## src/rtl/core/gpr_pkg.sv

```systemverilog
// Package for the GPIO port register block: register codes, pin masks and field spread helpers.
`timescale 1ns / 1ps
`default_nettype none

package gpr_pkg;

	// Number of pins that exist in this port.
	localparam int PIN_COUNT = 16;

	// Mask of the pins that exist, one bit per pin.
	localparam logic [15:0] PIN_MASK = 16'((33'd1 << PIN_COUNT) - 33'd1);

	// Access kinds.
	localparam logic OP_READ  = 1'b0;
	localparam logic OP_WRITE = 1'b1;

	// Register indexes.
	localparam logic [3:0] REG_MODE     = 4'd0;
	localparam logic [3:0] REG_OTYPE    = 4'd1;
	localparam logic [3:0] REG_SPEED    = 4'd2;
	localparam logic [3:0] REG_PULL     = 4'd3;
	localparam logic [3:0] REG_IDR      = 4'd4;
	localparam logic [3:0] REG_ODR      = 4'd5;
	localparam logic [3:0] REG_BSRR     = 4'd6;
	localparam logic [3:0] REG_LOCK     = 4'd7;
	localparam logic [3:0] REG_AFR_LOW  = 4'd8;
	localparam logic [3:0] REG_AFR_HIGH = 4'd9;

	// Lock key sequence steps.
	localparam logic [1:0] LOCK_IDLE  = 2'd0;
	localparam logic [1:0] LOCK_STEP1 = 2'd1;
	localparam logic [1:0] LOCK_STEP2 = 2'd2;

	// Bit position of the lock key in a lock write.
	localparam int LOCK_KEY_BIT = 16;

	// Widen a pin mask to two bits per pin.
	function automatic logic [31:0] spread2(input logic [15:0] pins);
		logic [31:0] r;
		r = '0;
		for (int k = 0; k < 16; k++) begin
			r[2*k +: 2] = {2{pins[k]}};
		end
		return r;
	endfunction

	// Widen eight pins of a mask to four bits per pin.
	function automatic logic [31:0] spread4(input logic [7:0] pins);
		logic [31:0] r;
		r = '0;
		for (int k = 0; k < 8; k++) begin
			r[4*k +: 4] = {4{pins[k]}};
		end
		return r;
	endfunction

	// Write the unfrozen valid bits of a register, keep the rest, clear invalid bits.
	function automatic logic [31:0] merge(input logic [31:0] old_val, input logic [31:0] data,
			input logic [31:0] frozen, input logic [31:0] valid);
		logic [31:0] wmask;
		wmask = valid & ~frozen;
		return ((old_val & ~wmask) | (data & wmask)) & valid;
	endfunction

	// Valid field masks derived from the pin count.
	localparam logic [31:0] MASK2     = spread2(PIN_MASK);
	localparam logic [31:0] MASK4_LOW = spread4(PIN_MASK[7:0]);
	localparam logic [31:0] MASK4_HI  = spread4(PIN_MASK[15:8]);

endpackage

`default_nettype wire

```

## src/rtl/core/gpio_port_register_block.sv

```systemverilog
// Top level of the 16-pin GPIO port register block with set/reset and configuration lock.
//
//   Channel   Direction  tdata fields (lowest bit first)
//   s_axis    in         op[0], reg_index[4:1], write_data[36:5], pad_levels[52:37], zero pad
//   m_axis    out        read_data[31:0], pin_drive[47:32], access_error[48], zero pad
//
// Each request is handled at its accepting edge: the register file is read and updated
// there and the response is held in one output register. A new request is accepted every
// cycle while the response register is empty or being taken in the same cycle.
// Reset clears all port registers, the lock and the lock key sequence; no sweep is needed.
// A stall on the output side holds the response and stops acceptance until it is taken.
`timescale 1ns / 1ps
`default_nettype none

module gpio_port_register_block (
	input  wire logic        clk,
	input  wire logic        arst_n,
	input  wire logic        s_axis_tvalid,
	output logic             s_axis_tready,
	input  wire logic [55:0] s_axis_tdata,  // op, reg_index, write_data, pad_levels, zero pad
	output logic             m_axis_tvalid,
	input  wire logic        m_axis_tready,
	output logic [55:0]      m_axis_tdata   // read_data, pin_drive, access_error, zero pad
);

	// Request fields.
	logic        op;
	logic [3:0]  reg_index;
	logic [31:0] write_data;
	logic [15:0] pad_levels;

	assign op         = s_axis_tdata[0];
	assign reg_index  = s_axis_tdata[4:1];
	assign write_data = s_axis_tdata[36:5];
	assign pad_levels = s_axis_tdata[52:37];

	// Port registers.
	logic [31:0] mode_q, speed_q, pull_q, afr_low_q, afr_high_q;
	logic [15:0] otype_q, odr_q, locked_pins_q, lock_mask_q;
	logic        lock_active_q;
	logic [1:0]  lock_step_q;

	// Next values.
	logic [31:0] mode_d, speed_d, pull_d, afr_low_d, afr_high_d;
	logic [15:0] otype_d, odr_d, locked_pins_d, lock_mask_d;
	logic        lock_active_d;
	logic [1:0]  lock_step_d;
	logic [31:0] read_data;
	logic        access_error;

	// Response register.
	logic        valid_s1;
	logic [31:0] read_data_s1;
	logic [15:0] pin_drive_s1;
	logic        access_error_s1;

	logic        accept;
	logic [31:0] locked2;
	logic        lock_key;
	logic [15:0] lock_wmask;

	assign s_axis_tready = !valid_s1 || m_axis_tready;
	assign accept        = s_axis_tvalid && s_axis_tready;

	assign locked2    = gpr_pkg::spread2(locked_pins_q);
	assign lock_key   = write_data[gpr_pkg::LOCK_KEY_BIT];
	assign lock_wmask = write_data[15:0] & gpr_pkg::PIN_MASK;

	// Register read and update for one request.
	always_comb begin
		mode_d        = mode_q;
		otype_d       = otype_q;
		speed_d       = speed_q;
		pull_d        = pull_q;
		odr_d         = odr_q;
		afr_low_d     = afr_low_q;
		afr_high_d    = afr_high_q;
		locked_pins_d = locked_pins_q;
		lock_active_d = lock_active_q;
		lock_step_d   = lock_step_q;
		lock_mask_d   = lock_mask_q;
		read_data     = '0;
		access_error  = 1'b0;
		if (op == gpr_pkg::OP_READ) begin
			unique case (reg_index)
				gpr_pkg::REG_MODE:     read_data = mode_q;
				gpr_pkg::REG_OTYPE:    read_data = {16'd0, otype_q};
				gpr_pkg::REG_SPEED:    read_data = speed_q;
				gpr_pkg::REG_PULL:     read_data = pull_q;
				gpr_pkg::REG_IDR:      read_data = {16'd0, pad_levels & gpr_pkg::PIN_MASK};
				gpr_pkg::REG_ODR:      read_data = {16'd0, odr_q};
				gpr_pkg::REG_BSRR:     read_data = '0;
				gpr_pkg::REG_LOCK:     read_data = {15'd0, lock_active_q, locked_pins_q};
				gpr_pkg::REG_AFR_LOW:  read_data = afr_low_q;
				gpr_pkg::REG_AFR_HIGH: read_data = afr_high_q;
				default:               access_error = 1'b1;
			endcase
		end else begin
			unique case (reg_index)
				gpr_pkg::REG_MODE:
					mode_d = gpr_pkg::merge(mode_q, write_data, locked2, gpr_pkg::MASK2);
				gpr_pkg::REG_OTYPE:
					otype_d = 16'(gpr_pkg::merge({16'd0, otype_q}, write_data,
						{16'd0, locked_pins_q}, {16'd0, gpr_pkg::PIN_MASK}));
				gpr_pkg::REG_SPEED:
					speed_d = gpr_pkg::merge(speed_q, write_data, locked2, gpr_pkg::MASK2);
				gpr_pkg::REG_PULL:
					pull_d = gpr_pkg::merge(pull_q, write_data, locked2, gpr_pkg::MASK2);
				gpr_pkg::REG_IDR:
					access_error = 1'b1;
				gpr_pkg::REG_ODR:
					odr_d = write_data[15:0] & gpr_pkg::PIN_MASK;
				gpr_pkg::REG_BSRR:
					// Set wins over clear for the same pin.
					odr_d = ((odr_q & ~write_data[31:16]) | write_data[15:0])
						& gpr_pkg::PIN_MASK;
				gpr_pkg::REG_LOCK: begin
					// Three-write key sequence; ignored once the lock is active.
					if (!lock_active_q) begin
						if (lock_step_q == gpr_pkg::LOCK_STEP1 && !lock_key
								&& lock_wmask == lock_mask_q) begin
							lock_step_d = gpr_pkg::LOCK_STEP2;
						end else if (lock_step_q == gpr_pkg::LOCK_STEP2 && lock_key
								&& lock_wmask == lock_mask_q) begin
							locked_pins_d = lock_wmask;
							lock_active_d = 1'b1;
							lock_step_d   = gpr_pkg::LOCK_IDLE;
						end else if (lock_key) begin
							lock_mask_d = lock_wmask;
							lock_step_d = gpr_pkg::LOCK_STEP1;
						end else begin
							lock_step_d = gpr_pkg::LOCK_IDLE;
						end
					end
				end
				gpr_pkg::REG_AFR_LOW:
					afr_low_d = gpr_pkg::merge(afr_low_q, write_data,
						gpr_pkg::spread4(locked_pins_q[7:0]), gpr_pkg::MASK4_LOW);
				gpr_pkg::REG_AFR_HIGH:
					afr_high_d = gpr_pkg::merge(afr_high_q, write_data,
						gpr_pkg::spread4(locked_pins_q[15:8]), gpr_pkg::MASK4_HI);
				default:
					access_error = 1'b1;
			endcase
		end
	end

	// Port register state, updated on each accepted request.
	always_ff @(posedge clk or negedge arst_n) begin
		if (!arst_n) begin
			mode_q        <= '0;
			otype_q       <= '0;
			speed_q       <= '0;
			pull_q        <= '0;
			odr_q         <= '0;
			afr_low_q     <= '0;
			afr_high_q    <= '0;
			locked_pins_q <= '0;
			lock_active_q <= 1'b0;
			lock_step_q   <= gpr_pkg::LOCK_IDLE;
			lock_mask_q   <= '0;
		end else if (accept) begin
			mode_q        <= mode_d;
			otype_q       <= otype_d;
			speed_q       <= speed_d;
			pull_q        <= pull_d;
			odr_q         <= odr_d;
			afr_low_q     <= afr_low_d;
			afr_high_q    <= afr_high_d;
			locked_pins_q <= locked_pins_d;
			lock_active_q <= lock_active_d;
			lock_step_q   <= lock_step_d;
			lock_mask_q   <= lock_mask_d;
		end
	end

	// Response valid flag.
	always_ff @(posedge clk or negedge arst_n) begin
		if (!arst_n) begin
			valid_s1 <= 1'b0;
		end else if (s_axis_tready) begin
			valid_s1 <= s_axis_tvalid;
		end
	end

	// Response payload.
	always_ff @(posedge clk) begin
		if (accept) begin
			read_data_s1    <= read_data;
			pin_drive_s1    <= odr_d;
			access_error_s1 <= access_error;
		end
	end

	assign m_axis_tvalid = valid_s1;
	assign m_axis_tdata  = {7'd0, access_error_s1, pin_drive_s1, read_data_s1};

endmodule

`default_nettype wire

```

## config.mk

```make
export PLATFORM = sky130hd
export DESIGN_NAME = gpio_port_register_block
export DESIGN_NICKNAME = d
export VERILOG_FILES = /design/src/rtl/core/gpr_pkg.sv /design/src/rtl/core/gpio_port_register_block.sv
export SDC_FILE = /design/constraint.sdc
export NUM_CORES = 1
export LEC_CHECK = 0
export ABC_AREA = 1
export BUFFER_PORTS_ARGS = -buffer_cell sky130_fd_sc_hd__buf_2
export CAP_MARGIN = 20
export CORE_UTILIZATION = 54
export DETAILED_ROUTE_END_ITERATION = 8
export GPL_TIMING_DRIVEN = 0
export PLACE_DENSITY = 0.82
export REMOVE_ABC_BUFFERS = 1
export SETUP_SLACK_MARGIN = 0.3
export SLEW_MARGIN = 15
export SYNTH_ARGS = -nofsm -noshare
export SYNTH_HDL_FRONTEND = slang
export SYNTH_SLANG_ARGS = --single-unit
```

## constraint.sdc

```tcl
create_clock -name clk -period 2.6 [get_ports clk]
set_clock_uncertainty 0.15 [all_clocks]
set_input_delay 0.13 -clock clk [delete_from_list [all_inputs] [get_ports clk]]
set_output_delay 0.13 -clock clk [all_outputs]
set_load 0.02 [all_outputs]
```

==> metrics.txt <==
Yosys cell types 34; P_int approximately 7.5 mW; Cell Pwr Density between 600 and 700 mW/mm²; net switching power approximately 2.4 mW; fin crit period about 2.2 ns; die height 153.9 µm; NumNets Final around 1,700; hold slack 0.04512 ns; Seq cells post-synth 277; Seq/Total Area, Yosys 0.5757; Max clock buf depth 3; first-pass GRT wire length roughly 58 mm; Setup Viol. Count Final 0; GRT Residual Overflow 0; Hold Crit Class input port to register; Top FF cell, synth dfrtp_1; Initial Util 0.5506; Sw Ratio 0.2451; fillers between 1,500 and 2,000; fmax around 0.45 GHz; DRC 0; CTS Buf Count 28; clock root cell clkbuf_16; total wire length around 37 mm; Max Cap Viol 0; DR vias between 10,000 and 15,000; Worst EP required slightly below 3 ns; Detail Route Antenna Nets 0; gr usage total 0.3124; Post-Syn Area around 0.012 mm²; DRT Pass-1 Iters 8; routed length per instance about 19 µm; top cell type's share of synthesized area 0.4576; Avg Cell Area, Syn 8.533 µm²; initial DRC count 1,344; RSZ-0062 raised after global routing no; Final Non-Filler Cells 1,940; reg2reg setup slack about 0.37 ns; vias in the first global route around 11,000; worst slew pin tran 1.057 ns; initial antenna violation count 0; H-Tree Level Count 1; crit path max fanout 22; Setup crit end kind register; clock latency on the worst-skew pair around 0.55 ns; YS warnings 0; Worst setup SP type register; CTS clock-pin slew for the worst setup and hold paths around 0.060 ns; status finished, final reports clean; area leader, netlist dfrtp_1; largest net degree at the start of global routing 108; share of cells above drive strength 1 0.1384; CP Class register to register; Vias/cell 5.872; Finished Cell Area roughly 0.015 mm²; io pins between 100 and 150; combinational share of power 0.090; leak pwr between 7 and 8 nW; worst reg2reg path depth 9; # port buffers 107; placed cell area between 0.01 and 0.015 mm²; Cells after DPL 1,815; DIE AREA about 0.024 mm²; Syn Inst Count 1,461; CP arrival between 2 and 3 ns; peak supply drop 0.4342 mV; # rows between 50 and 60; core area roughly 0.023 mm²; sequential power share 0.470; area delta synth->final 21.39%; crit share post-route 0.8583; Area contributors post-synth dfrtp_1 46%, nand2_1 18%, edfxtp_1 12%; EDFF count, synth 49; Final Hold Fails 0; GP Congestion 0.8397; hpwl dp between 20 and 25 mm; crit path from m_axis_tvalid$_DFFE_PN0N_; Clk network pwr share 0.440; n_diodes 0; r2r startpoint m_axis_tvalid$_DFFE_PN0N_; min-delay src s_axis_tdata[45]; Worst slew margin 0.2954; pins over their slew limit 0; CTS tree done; async set-reset flop share out of synthesis 0.8231; CTS sink count between 200 and 300; DIE WIDTH between 150 and 200 µm
-- power groups by stage --
stage	Combinational, mW	Sequential, mW	Clock [mW]
final	0.892	4.63	4.34
after global placement	0.719	4.71	0
after global routing	0.957	4.64	4.52
after floorplan	0.309	4.79	0
after detailed placement	0.769	4.71	0
after CTS	0.862	4.63	4.35
-- placed cells by master, fill, tap and decap left out, drive strengths merged --
cell type / count
nand2: 610
dfrtp: 228
o21ai: 164
buf: 136
inv: 117
edfxtp: 49
a21oi: 48
dlygate4sd3: 47
clkbuf: 39
nand4: 35
a31oi: 32
nor2: 32
o22ai: 31
nor3: 21
nand3: 19
and3: 16
clkinv: 9
conb: 7
xnor2: 4
xor2: 4
bufinv: 3
o211a: 1
a41oi: 1
nor4: 1
bufbuf: 1
-- worst max-delay path, cell delays in order, from the launching register on --
cell	delay [ns]
dfrtp_1	0.39
nand2_2	0.15
nand2_8	0.10
inv_12	0.12
buf_16	0.20
nand2_8	0.14
nor3_4	0.23
buf_4	0.22
nand2_1	0.14
o21ai_0	0.25
-- cell families (layout without fill, tap and decap cells) --
family,count (synthesis),count (layout),share of synthesized area
AND/OR/NAND/NOR,732,734,0.2442
AO/OA/AOI/OAI,277,277,0.1182
flip-flops,277,277,0.5757
buffers and inverters,166,352,0.05600
XOR/XNOR,8,8,0.005620
other,1,7,0.0003008
-- stage by stage --
step                utilization  power (mW)  worst slack [ns]  setup TNS, ns
CTS                      0.6642       9.843            0.3300              0
detailed placement       0.5886       5.478           -0.8989        -132.59
floorplan                     -       5.097           -0.5729         -15.08
global route             0.6684       10.12            0.3046              0
global placement         0.5793       5.428            -2.696        -855.68
finish                   0.6684       9.871            0.3684              0
-- timing repair --
item | CTS | global route
setup buffers | 12 | 10
gates cloned | 4 | 0
pin swaps | 8 | 6
endpoints found under the setup margin | 210 | 180
resized for setup | 11 | 4
endpoints found under the hold margin | 351 | 0
hold buffers | 47 | 0
-- final cells by class --
cell class | instances | area, µm² | share of cell area
timing repair inverter | 1 | 8.758 | 0.0005788
clock buffer | 39 | 855.8 | 0.05655
tap | 285 | 356.6 | 0.02356
clock inverter | 13 | 148.9 | 0.009839
timing repair buffer | 184 | 1439 | 0.09508
multi-input combinational | 1026 | 4703 | 0.3108
inverter | 115 | 444.2 | 0.02935
sequential | 277 | 7177 | 0.4742
-- per-layer routing --
layer  track usage  vias up  part of all wire
met1        0.4106     5312              0.38
met3       0.06398      168              0.11
li1              -     5149                 -
met5             0        -                 0
met4        0.1638        0             0.058
met2        0.4918      762              0.45
-- synth_stat cells (3+ instances only) --
| cell | count |
|---|---|
| edfxtp_1 | 49 |
| nor3_4 | 4 |
| nand2_2 | 4 |
| o21ai_0 | 150 |
| xnor2_1 | 4 |
| inv_2 | 13 |
| buf_2 | 29 |
| nand2_1 | 603 |
| o21ai_1 | 14 |
| clkbuf_1 | 9 |
| buf_1 | 3 |
| nor2_1 | 21 |
| nand4_1 | 34 |
| nor2_2 | 8 |
| nand2_4 | 3 |
| nand3_1 | 18 |
| xor2_1 | 4 |
| a31oi_1 | 32 |
| buf_4 | 10 |
| and3_1 | 16 |
| a21oi_1 | 48 |
| inv_1 | 100 |
| nor3_1 | 17 |
| o22ai_1 | 31 |
| dfrtp_1 | 228 |
-- worst min path at each step --
| stage | endpoint | slack, ns | cells after the start |
|---|---|---|---|
| 2_1_floorplan | async pin | -0.32 | 0 |
| 3_3_place_gp | lock_mask_q[7]$_DFFE_PN0P_ | 0.24 | 3 |
| 3_5_place_dp | lock_mask_q[3]$_DFFE_PN0P_ | -0.07 | 1 |
| 4_1_cts | read_data_s1[8]$_SDFFCE_PP0N_ | 0.02 | 5 |
| 5_1_grt | read_data_s1[8]$_SDFFCE_PP0N_ | 0.04 | 5 |
| 6_report | read_data_s1[8]$_SDFFCE_PP0N_ | 0.05 | 5 |
(Power assumes the default switching activity.)
